[src/rtl/mwm_pkg.sv]
package mwm_pkg;

    // model count and fixed-point format
    localparam int MODEL_COUNT   = 4;
    localparam int FRACTION_BITS = 16;

    // field widths
    localparam int VALUE_W   = 32;
    localparam int WEIGHT_W  = 16;
    localparam int CFG_IDX_W = 8;

    // datapath widths: product, sums, quotient
    localparam int SUM_EXT = (MODEL_COUNT > 1) ? $clog2(MODEL_COUNT) : 0;
    localparam int PROD_W  = VALUE_W + WEIGHT_W;
    localparam int SUM_W   = PROD_W + SUM_EXT;
    localparam int DEN_W   = WEIGHT_W + SUM_EXT;
    localparam int Q_W     = VALUE_W;

    // missing code: -9999 in the fixed-point format, saturated to 32 bits
    localparam longint MISSING_MAG = longint'(9999) << FRACTION_BITS;
    localparam logic signed [VALUE_W-1:0] MISSING_CODE =
        (MISSING_MAG > 64'sd2147483648) ? 32'sh8000_0000 : VALUE_W'(-MISSING_MAG);

    // weight reset value, 1.0 in Q8.8
    localparam logic [WEIGHT_W-1:0] WEIGHT_RESET = 16'd256;

    typedef logic [MODEL_COUNT-1:0][VALUE_W-1:0]  t_sample_vec;
    typedef logic [MODEL_COUNT-1:0][WEIGHT_W-1:0] t_weight_vec;

    // control that travels with each item through the divider
    typedef struct packed {
        logic valid;
        logic neg;
        logic missing;
    } t_div_ctl;

endpackage

[src/rtl/mwm_div_stage.sv]
module mwm_div_stage
    import mwm_pkg::*;
(
    input  logic             i_clk,
    input  logic             i_rst_n,
    input  logic             i_adv,
    input  t_div_ctl         i_ctl,
    input  logic [DEN_W-1:0] i_rem,
    input  logic [Q_W-1:0]   i_low,
    input  logic [Q_W-1:0]   i_quo,
    input  logic [DEN_W-1:0] i_den,
    output t_div_ctl         o_ctl,
    output logic [DEN_W-1:0] o_rem,
    output logic [Q_W-1:0]   o_low,
    output logic [Q_W-1:0]   o_quo,
    output logic [DEN_W-1:0] o_den
);

    t_div_ctl         r_ctl;
    logic [DEN_W-1:0] r_rem;
    logic [Q_W-1:0]   r_low;
    logic [Q_W-1:0]   r_quo;
    logic [DEN_W-1:0] r_den;

    logic [DEN_W:0]   n_trial;
    logic [DEN_W:0]   n_diff;
    logic             n_take;
    logic [DEN_W-1:0] n_rem;

    // one restoring step: shift in the next numerator bit, try subtract
    always_comb begin
        n_trial = {i_rem, i_low[Q_W-1]};
        n_diff  = n_trial - {1'b0, i_den};
        n_take  = (n_trial >= {1'b0, i_den});
        n_rem   = n_take ? n_diff[DEN_W-1:0] : n_trial[DEN_W-1:0];
    end

    always_ff @(posedge i_clk) begin
        if (!i_rst_n) begin
            r_ctl <= '0;
        end else if (i_adv) begin
            r_ctl <= i_ctl;
        end
    end

    always_ff @(posedge i_clk) begin
        if (i_adv) begin
            r_rem <= n_rem;
            r_low <= {i_low[Q_W-2:0], 1'b0};
            r_quo <= {i_quo[Q_W-2:0], n_take};
            r_den <= i_den;
        end
    end

    assign o_ctl = r_ctl;
    assign o_rem = r_rem;
    assign o_low = r_low;
    assign o_quo = r_quo;
    assign o_den = r_den;

    // partial remainder stays below the divisor
    a_rem_bound: assert property (@(posedge i_clk) disable iff (!i_rst_n)
        r_ctl.valid && !r_ctl.missing |-> r_rem < r_den)
        else $error("divider remainder out of range");

endmodule

[config.mk]
export PLATFORM = sky130hd
export DESIGN_NAME = mwm_div_stage
export DESIGN_NICKNAME = d
export VERILOG_FILES = /design/src/rtl/mwm_pkg.sv /design/src/rtl/mwm_div_stage.sv
export SDC_FILE = /design/constraint.sdc
export NUM_CORES = 1
export LEC_CHECK = 0
export ABC_AREA = 1
export BUFFER_PORTS_ARGS = -buffer_cell sky130_fd_sc_hd__clkbuf_2
export CAP_MARGIN = 0
export CORE_MARGIN = 4
export CORE_UTILIZATION = 40
export DETAILED_ROUTE_END_ITERATION = 6
export HOLD_SLACK_MARGIN = 0.02
export PLACE_DENSITY = 0.8
export REMOVE_ABC_BUFFERS = 1
export SLEW_MARGIN = 5
export SYNTH_ARGS = -nofsm -noshare
export SYNTH_HDL_FRONTEND = slang
export SYNTH_SLANG_ARGS = --single-unit
[constraint.sdc]
create_clock -name i_clk -period 3.08 [get_ports i_clk]
set_input_delay 0.616 -clock i_clk [delete_from_list [all_inputs] [get_ports i_clk]]
set_output_delay 0.616 -clock i_clk [all_outputs]
set_load 0.01 [all_outputs]
==> metrics.txt <==
overall die height=115.7 um; clock sink count=102; Min-Delay Startpoint=i_quo[26]; initial antenna violation count=0; post-synth top area cell=edfxtp_1; global route hottest layer=met2; mean post-synth cell area=11.49 um^2; # resized after CTS=0; setup TNS=0 ps; Synth Cell Area=0.004642 mm^2; GR Util met1=0.2176; Max Slew Vio Count=0; die width=115.7 um; gr usage total=0.1857; Seq/Total Area, Yosys=0.6534; # setup viols final=0; Crit Path Class=input port to register; DR pass1 iterations=4; commonest non-fill, non-tap cells in the layout=205 x clkbuf_2, 106 x nand2_1, 99 x edfxtp_1; Final Worst Setup Slack=879.2 ps; routed vias/inst=4.733; core area=0.01137 mm^2; Fmax achieved=0.4544 GHz; synthesis-to-finish area growth=32.94%; ant diodes=0; nets=746; initial DRC count=295; Post-CTS Setup Bufs=0; Critical R2R Launch=o_ctl[0]$_SDFFE_PN0P_; first-pass GRT wire length=18,810 um; WP data required=3180 ps; Crit. End Element=register; max-cap viol count=0; # fillers=986; Hold WC Path Type=input port to register; PortBufs=206; GP Congestion=0.8820; pwr dens=568.7 mW/mm^2; share of post-route cells with drive strength above 1=0.4153; Synth top area share=0.6404; vias in the first global route=3,679; Fin. Hold Viols=0; largest net degree at the start of global routing=104; most common cell after layout, fill and taps aside=clkbuf_2; crit path launch type=input port; relative slew slack=0.6489; worst reg-to-reg path cell count=2; crit path launch=i_low[31]; dpl cells=753; status=completed; Cell Count, Final, Fillers Out=769; Worst-path clk slew=80 ps; GRT met2 Usage=0.3306; CP endpoint=o_rem[12]$_DFFE_PP_; routed len/inst=16.66 um; CTS max path bufs=2; clock skew=0 ps; Hold WS=444.2 ps; multi-input logic area=0.001365 mm^2; Detailed Route WL=12,810 um; Hold-fix buffers, CTS=0; Tcrit/Tclk final=0.7145; gr ovfl total=0; DRC=0; R2R Setup Slk=2410 ps; Slew @ Worst Pin=526.6 ps; hpwl dp=10,100 um; register area=0.003033 mm^2; RSZ-0062 raised after global routing=no; I/O pins=209; Crit Reg-Reg Endpoint=o_ctl[0]$_SDFFE_PN0P_; Final ANT Viol Nets=0; VDD IR max=0.3173 mV; CTS tree=done; cell count after synthesis=404; H-tree levels=3; #FFs+latches synth=102; met3 usage=0.05587; total clock buffers created by CTS=9; CP Max Fanout=4; worst skew pair latency=340 ps; LEAKAGE=3.012 nW; routed via count=3,640; Distinct cells, synth=31; clock root buffer=clkbuf_16; arrival time at the worst endpoint=2300 ps; Setup WS pre-CTS=547.9 ps; crit path time final=2201 ps; Starting Density=0.4083; die area=0.01339 mm^2; # rows=39; Synth warnings=0; Synth area leaders=edfxtp_1 64%, nand2_1 8.6%, ha_1 4.9%
worst max-delay path: stages:
cell and delay (ps):
clkbuf_2 80, inv_1 60, ha_1 140, inv_1 80
fa_1 400, nand2_1 120, nand2_1 80, and2_1 160
nand2_1 60, nand2_1 130, nand2_1 130, nand3b_1 100
nand3_2 90, nand2_1 50
power by group:
group	total (W)	switching [W]	internal, W
Combinational	0.000613	0.000370	0.000243
Sequential	0.00171	0.0000383	0.00167
Clock	0.00119	0.000536	0.000652
per-stage QoR:
stage / cell area (um^2) / util / total power (W)
2_1_floorplan: 4593 / - / 0.002052
3_3_place_gp: 5856 / 0.5150 / 0.002338
3_5_place_dp: 5856 / 0.5150 / 0.002359
4_1_cts: 6171 / 0.5428 / 0.003557
5_1_grt: 6171 / 0.5428 / 0.003685
6_report: 6171 / 0.5428 / 0.003510
Yosys cell counts (all sizes together):
master and number:
a21oi 10, and2 1, buf 5, conb 1
dfxtp 3, edfxtp 99, fa 1, ha 18
inv 52, nand2 119, nand3 34, nand3b 9
nand4 1, nor2 32, nor3 3, o21ai 5
o21bai 1, or2 2, xor2 8
cells by family (layout without fill, tap and decap cells):
| kind of cell | Yosys count | after routing | share of synthesized area |
|---|---|---|---|
| simple gates | 201 | 201 | 0.2043 |
| flops | 102 | 102 | 0.6534 |
| buf+inv | 57 | 279 | 0.05256 |
| fa+ha+maj | 19 | 19 | 0.05283 |
| compound gates | 16 | 16 | 0.02103 |
| xor+xnor | 8 | 8 | 0.01509 |
| other cells | 1 | 1 | 0.0008078 |
routing by layer:
metal | part of all wire | wire length (um) | up-vias
met3 | 0.10 | 1324 | 15
met2 | 0.51 | 6475 | 159
li1 | - | - | 1781
met5 | 0 | 0 | -
met1 | 0.37 | 4782 | 1685
met4 | 0.018 | 227 | 0
sequential cells by signal, indices dropped and copies added (netlist names):
signal,flops
o_rem,18
o_den,18
o_low,31
o_ctl,3
o_quo,32
final cells by class:
| cell class | count | area share |
|---|---|---|
| inverter | 52 | 0.03163 |
| multi-input combinational | 245 | 0.2212 |
| sequential | 102 | 0.4915 |
| timing repair buffer | 211 | 0.1756 |
| tap | 143 | 0.02899 |
| clock inverter | 7 | 0.01460 |
| clock buffer | 9 | 0.03650 |
worst min path at each step:
stage,endpoint,slack (ps),depth (start not counted)
after floorplan,o_ctl[1]$_SDFFE_PN0P_,530,2
after global placement,o_ctl[1]$_SDFFE_PN0P_,480,2
after detailed placement,o_ctl[1]$_SDFFE_PN0P_,520,2
after CTS,o_quo[5]$_DFFE_PP_,430,1
after global routing,o_low[26]$_DFFE_PP_,420,1
final,o_quo[27]$_DFFE_PP_,440,1
Power figures use the tool's default switching activity.
