File: src/rtl/mwm_pkg.sv
package mwm_pkg;

    // model count and fixed-point format
    localparam int MODEL_COUNT   = 4;
    localparam int FRACTION_BITS = 16;

    // field widths
    localparam int VALUE_W   = 32;
    localparam int WEIGHT_W  = 16;
    localparam int CFG_IDX_W = 8;

    // datapath widths: product, sums, quotient
    localparam int SUM_EXT = (MODEL_COUNT > 1) ? $clog2(MODEL_COUNT) : 0;
    localparam int PROD_W  = VALUE_W + WEIGHT_W;
    localparam int SUM_W   = PROD_W + SUM_EXT;
    localparam int DEN_W   = WEIGHT_W + SUM_EXT;
    localparam int Q_W     = VALUE_W;

    // missing code: -9999 in the fixed-point format, saturated to 32 bits
    localparam longint MISSING_MAG = longint'(9999) << FRACTION_BITS;
    localparam logic signed [VALUE_W-1:0] MISSING_CODE =
        (MISSING_MAG > 64'sd2147483648) ? 32'sh8000_0000 : VALUE_W'(-MISSING_MAG);

    // weight reset value, 1.0 in Q8.8
    localparam logic [WEIGHT_W-1:0] WEIGHT_RESET = 16'd256;

    typedef logic [MODEL_COUNT-1:0][VALUE_W-1:0]  t_sample_vec;
    typedef logic [MODEL_COUNT-1:0][WEIGHT_W-1:0] t_weight_vec;

    // control that travels with each item through the divider
    typedef struct packed {
        logic valid;
        logic neg;
        logic missing;
    } t_div_ctl;

endpackage

File: src/rtl/mwm_weight_regs.sv
module mwm_weight_regs
    import mwm_pkg::*;
(
    input  logic                 i_clk,
    input  logic                 i_rst_n,
    input  logic                 i_cfg_valid,
    input  logic [CFG_IDX_W-1:0] i_cfg_index,
    input  logic [WEIGHT_W-1:0]  i_cfg_data,
    output logic                 o_cfg_ready,
    output t_weight_vec          o_weight
);

    t_weight_vec r_weight;

    // register writes are always taken; indexes past the models are dropped
    assign o_cfg_ready = 1'b1;

    always_ff @(posedge i_clk) begin
        if (!i_rst_n) begin
            for (int k = 0; k < MODEL_COUNT; k++) begin
                r_weight[k] <= WEIGHT_RESET;
            end
        end else if (i_cfg_valid) begin
            for (int k = 0; k < MODEL_COUNT; k++) begin
                if (i_cfg_index == CFG_IDX_W'(k)) begin
                    r_weight[k] <= i_cfg_data;
                end
            end
        end
    end

    assign o_weight = r_weight;

    // a write to model zero lands in its register
    a_write_lands: assert property (@(posedge i_clk) disable iff (!i_rst_n)
        i_cfg_valid && (i_cfg_index == '0) |=> r_weight[0] == $past(i_cfg_data))
        else $error("weight write to model zero lost");

endmodule

File: config.mk
export PLATFORM = sky130hd
export DESIGN_NAME = mwm_weight_regs
export DESIGN_NICKNAME = d
export VERILOG_FILES = /design/src/rtl/mwm_pkg.sv /design/src/rtl/mwm_weight_regs.sv
export SDC_FILE = /design/constraint.sdc
export NUM_CORES = 1
export LEC_CHECK = 0
export ABC_AREA = 1
export BUFFER_PORTS_ARGS = -buffer_cell sky130_fd_sc_hd__buf_2
export CORE_ASPECT_RATIO = 0.75
export CORE_MARGIN = 4
export CORE_UTILIZATION = 29
export DETAILED_ROUTE_END_ITERATION = 10
export GPL_TIMING_DRIVEN = 0
export PLACE_DENSITY = 0.52
export SETUP_SLACK_MARGIN = 0.2
export SKIP_CTS_REPAIR_TIMING = 1
export SYNTH_ARGS = -nofsm -noshare
export SYNTH_HDL_FRONTEND = slang
export SYNTH_SLANG_ARGS = --single-unit
File: constraint.sdc
create_clock -name i_clk -period 1.9 [get_ports i_clk]
set_clock_uncertainty 0.15 [all_clocks]
set_input_delay 0.38 -clock i_clk [delete_from_list [all_inputs] [get_ports i_clk]]
set_output_delay 0.38 -clock i_clk [all_outputs]
set_load 0.02 [all_outputs]
==> impl_metrics.yaml, run 1 <==
timing:
  timing.hold.ws_ns: 0.189
  finalSetupTns_ns: 0
  rsz0062_at_grt: "false"
  min_period_over_period: 0.746
  max_freq_mhz: 706
  slew_violations: 0
  hold_violations: 0
  setup_viol: 0
  finalCriticalPeriod_ns: 1.42
worst_setup_path:
  end_kind: "output pin"
  cp_num_buf_inv: 1
  crit_family: "flip-flops"
  worstSetupPathType: "flip-flop to output pin"
  critical_path.max_fanout: 2
  r2r_slack_ns: 1.12
  arrival_ns: 0.89
  crit_required_ns: 1.37
  path_cells: "buf_2"
  critical_path.max_stage_delay_ns: 0.37
  slowest_stage: "dfxtp_1"
  cp-start-kind: "flip-flop"
yosys:
  yosysTopAreaCell: "dfxtp_1"
  syn_area_um2: 2790
  ys_seq_area_frac: 0.459
  synth_top_area_frac: 0.459
  synth_edf_count: 0
  yosys-top-cells-count: "nand2_1, nand3_1, dfxtp_1, nor2_1, a21oi_1"
  synthFlopType: "dfxtp_1"
  yosys.cell_count.top_type: "nand2_1"
  synth_top_family_by_area: "simple AND/OR/NAND/NOR gates"
  synthMuxAreaShare: 0
  ys_async_sr_fraction: 0
  synth-xor-area-share: 0
  synth_nets: 408
  synth_compound_area_frac: 0.110
  synth_simple_gate_area_share: 0.324
  ys_types: 16
  ys_warn_count: 0
  synth-seq-cells: 64
  synthCells: 381
  syn_avg_cell_area_um2: 7.33
  synth_area_leaders: "dfxtp_1, nand3_1, a21oi_1"
  synth_fa_ha_area_frac: 0
floorplanning:
  die_height_um: 93.0
  core_um2: 9200
  ios: 92
  dieArea_um2: 11300
  row_count: 30
  initial_utilization: 0.304
  die_w_um: 121
route:
  vias_per_cell: 4.56
  wl_per_cell_um: 14.2
  ant_nets: 0
  met1Wirelength_mm: 4.32
  wl_met3_um: 662
  vias: 2798
  routed_wl_mm: 8.70
  drt_first_iter_violations: 158
  drc_errors: 0
  firstDrtPassIters: 4
  wl_met2_mm: 3.62
  top_layer: "met4"
layout:
  diodes: 0
  drive_gt1_frac: 0.282
  instances_no_fill: 614
  design_area_um2: 3660
  synthToLayoutAreaGrowth_pct: 31.2
  fin_nets: 508
  largest_reg_flops: 64
clocking:
  cts_sinks: 64
  clkSlewWorstSetupHoldPaths_ns: 0.05
  numCtsBuffers: 9
  clk-insertion-delay-late_ns: 0.32
  htree_levels: 3
  cts_root_buf: "clkbuf_16"
  cts_tree: "yes"
  cts_buffer_depth: 2
grt:
  first_global_vias: 2666
  antenna_found_initial: 0
  grtUsageTotal: 0.159
  grt_overflow: 0
  grt_pass1_wl_mm: 13.8
  grt_max_degree: 11
placed_design:
  placed_cells: 598
  io_buffers: 89
  gp_congestion: 0.803
  post_dp_cell_area_um2: 3400
  hpwl_mm: 6.66
pwr:
  p_leak_nw: 1.80
  p_per_area_nw_per_um2: 826
  ir_worst_vdd_uv: 382
worst_hold_path:
  hp-class: "primary input to flip-flop"
run_status:
  status: "complete, no violations"
job:
  cap_viol_max_count: 0
==> where the power goes <==
group / internal [mW] / switching, mW
clock: 0.908 / 0.562
combinational: 0.0599 / 0.150
sequential: 1.35 / 0.00167
total: 2.31 / 0.713
==> layout by cell type (no fill, tap or decap), types with 3 or more instances in the layout <==
master | synthesis | final
nand2_2 | 3 | 3
a21oi_1 | 58 | 58
buf_1 | 8 | 8
clkbuf_16 | 0 | 9
buf_2 | 11 | 100
nand3_1 | 68 | 68
inv_1 | 17 | 17
nor2_1 | 62 | 62
nand2_1 | 69 | 69
dfxtp_1 | 64 | 64
clkinv_2 | 0 | 4
buf_6 | 12 | 12
==> area by class of cell <==
class | instances | area [µm²]
buffer | 32 | 228
clock buffer | 12 | 246
clock inverter | 4 | 20.0
fill | 996 | 5530
inverter | 18 | 67.6
multi-input combinational | 267 | 1210
sequential | 64 | 1280
tap | 128 | 160
timing repair buffer | 89 | 445
==> final timing paths <==
check | startpoint | end | cells after the start
setup / recovery | o_weight[10] | o_weight[10] | 1
hold / removal | i_cfg_data[8] | o_weight[8] | 3
setup reg to reg | o_weight[13] | o_weight[13] | 2
hold reg to reg | o_weight[8] | o_weight[8] | 2
==> through the flow <==
step | setup slack (ns) | power, mW | utilization
6_report | 0.483 | 3.03 | 0.398
2_1_floorplan | 0.504 | 1.50 | -
5_1_grt | 0.461 | 3.15 | 0.398
3_5_place_dp | 0.233 | 1.59 | 0.369
3_3_place_gp | 0.244 | 1.58 | 0.369
4_1_cts | 0.486 | 3.07 | 0.398
==> kinds of logic (layout without fill, tap and decap cells) <==
logic type	count (synthesis)	after routing
compound gates	60	60
flops	64	64
other cells	1	1
simple gates	206	206
buf+inv	50	155
==> layer usage <==
| layer | track usage | up-vias |
|---|---|---|
| met3 | 0.0574 | 9 |
| met4 | 0.0345 | 0 |
| met1 | 0.226 | 1274 |
| met5 | 0 | - |
| li1 | - | 1441 |
| met2 | 0.229 | 74 |
Note: power is estimated with default switching activity, not from simulation.
==> run 2: changes to the inputs <==
--- a/config.mk
+++ b/config.mk
@@ -12,7 +12,7 @@
 export CORE_UTILIZATION = 29
 export DETAILED_ROUTE_END_ITERATION = 10
 export GPL_TIMING_DRIVEN = 0
-export PLACE_DENSITY = 0.52
+export PLACE_DENSITY = 0.54
 export SETUP_SLACK_MARGIN = 0.2
 export SKIP_CTS_REPAIR_TIMING = 1
 export SYNTH_ARGS = -nofsm -noshare
==> constraint.sdc (replaced) <==
create_clock -name i_clk -period 1.28 [get_ports i_clk]
set_clock_uncertainty 0.15 [all_clocks]
set_input_delay 0.256 -clock i_clk [delete_from_list [all_inputs] [get_ports i_clk]]
set_output_delay 0.256 -clock i_clk [all_outputs]
set_load 0.02 [all_outputs]
==> run 2 against run 1 <==
  * Die area unchanged
  * Clock power rose by 53%
  * Worst hold slack worse by 0.11 ns
  * Via count increased by 10%
  * Total power is 54% higher
  * Utilization rose by 14 points
  * Register-to-register slack worse by 0.71 ns
  * Cell area up 35%
  * Sequential cell count stayed put
  * Critical path type unchanged
  * Non-clock buffer count increased by 32
  * Sequential share of layout area is 7.6 points lower
==> impl_metrics.yaml, run 2 (same netlist as run 1, synthesis figures left out) <==
clocking:
  cts_buffer_depth: 2
  cts_root_buf: "clkbuf_16"
  numCtsBuffers: 9
  clkSlewWorstSetupHoldPaths_ns: 0.05
  clk-insertion-delay-late_ns: 0.33
  cts_sinks: 64
  htree_levels: 3
  cts_tree: "yes"
worst_setup_path:
  cp_num_buf_inv: 1
  worstSetupPathType: "flip-flop to output pin"
  path_cells: "buf_6"
  r2r-start: "o_weight[24]"
  slowest_stage: "dfxtp_2"
  end_kind: "output pin"
  crit_start: "o_weight[10]"
  critical_path.max_fanout: 2
  critical_path.max_stage_delay_ns: 0.36
  crit_required_ns: 0.87
  crit_cells: 1
  crit_family: "flip-flops"
  rr_worst_depth: 3
  cp-start-kind: "flip-flop"
  arrival_ns: 0.82
pwr:
  p_sw_mw: 1.18
  seqPwrFrac: 0.429
  power.internal_mw: 3.48
  switching_share: 0.254
  p_per_area_nw_per_um2: 941
  p_leak_nw: 2.19
  p_comb_frac: 0.090
  ir_worst_vdd_uv: 545
  pwr-share-clk: 0.481
timing:
  timing.hold.ws_ns: 0.0749
  setup_viol: 0
  fin_ws_ns: 0.0493
  max_freq_mhz: 813
  tightest_slew_ns: 0.517
  min_period_over_period: 0.961
  finalCriticalPeriod_ns: 1.23
  relSlewSlack: 0.655
  slew_violations: 0
  hold_violations: 0
  rsz0062_at_grt: "true"
placed_design:
  place_ws_ns: -0.272
  io_buffers: 89
  gp_congestion: 0.797
  hpwl_mm: 6.81
run_status:
  status: "complete, no violations"
layout:
  fin_nets: 542
  nFillCells: 861
  synthToLayoutAreaGrowth_pct: 77.7
  register_area_um2: 1360
  diodes: 0
  multi_input_area_um2: 1590
  layout_common_cells: "buf_6, dfxtp_2, nor2_1, nand2_1, a21oi_1"
  final_common_cell: "buf_6"
  final_core_util: 0.539
  drive_gt1_frac: 0.594
  largest_reg_flops: 64
route:
  routed_wl_mm: 10.6
  drc_errors: 0
  vias_per_cell: 4.77
  ant_nets: 0
  firstDrtPassIters: 4
  wl_per_cell_um: 16.4
  drt_first_iter_violations: 178
  vias: 3090
worst_hold_path:
  hold-path-cell-count: 3
  min_from: "i_cfg_data[8]"
  hp-class: "primary input to flip-flop"
floorplanning:
  die_height_um: 93.0
  initial_utilization: 0.304
  core_um2: 9200
  row_count: 30
  ios: 92
  dieArea_um2: 11300
  die_w_um: 121
grt:
  grtUsageTotal: 0.166
  first_global_vias: 2800
  grt_overflow: 0
  antenna_found_initial: 0
  grt_pass1_wl_mm: 14.4
  grt_max_degree: 11
job:
  cap_viol_max_count: 0
run 2: cell types whose count changed in the layout (fill, tap and decap cells not counted), moves of 6 or more:
| cell | previous run | this run |
|---|---|---|
| a21oi_1 | 58 | 44 |
| a21oi_2 | 2 | 16 |
| buf_2 | 100 | 28 |
| buf_4 | 1 | 15 |
| buf_6 | 12 | 89 |
| dfxtp_1 | 64 | 1 |
| dfxtp_2 | 0 | 63 |
| nand2_1 | 69 | 55 |
| nand2_2 | 3 | 13 |
| nand3_1 | 68 | 25 |
| nand3_2 | 0 | 43 |
| nor2_4 | 0 | 6 |
run 2: stage by stage:
stage               TNS (ns)  area (µm²)  instances  power [mW]
detailed placement    -12.71        3510        598        2.37
finish                     0        4960        648        4.67
global route               0        4960        648        4.81
CTS                  -0.0522        3770        614        4.58
floorplan                  0        2900        381        2.25
global placement      -11.53        3510        598        2.37
run 2: metal layers:
| layer | track usage | share of wire | up-vias |
|---|---|---|---|
| met5 | 0 | 0 | - |
| li1 | - | - | 1515 |
| met3 | 0.0556 | 0.083 | 13 |
| met2 | 0.248 | 0.45 | 109 |
| met1 | 0.229 | 0.45 | 1453 |
| met4 | 0.0438 | 0.014 | 0 |
run 2: final timing paths:
check                 end  slack (ns)
min          o_weight[24]        0.07
max          o_weight[10]        0.05
max reg2reg  o_weight[24]        0.41
min reg2reg   o_weight[6]        0.32
run 2: worst min-delay path, delay by kind of cell:
kind,cells,cell delay (ns)
and+or+nand+nor,2,0.15
buffers and inverters,1,0.12
run 2: cell type report:
cell class | instances | share of cell area
tap | 128 | 0.0323
timing repair buffer | 121 | 0.254
multi-input combinational | 269 | 0.320
inverter | 18 | 0.0136
clock inverter | 4 | 0.00404
clock buffer | 12 | 0.0497
buffer | 32 | 0.0522
sequential | 64 | 0.274
run 2: power groups by stage:
stage          Combinational (mW)  Sequential, mW  Clock (mW)
2_1_floorplan               0.197            2.05           0
3_3_place_gp                0.327            2.04           0
3_5_place_dp                0.331            2.04           0
4_1_cts                     0.333            2.00        2.25
5_1_grt                     0.452            2.00        2.36
6_report                    0.419            2.00        2.25
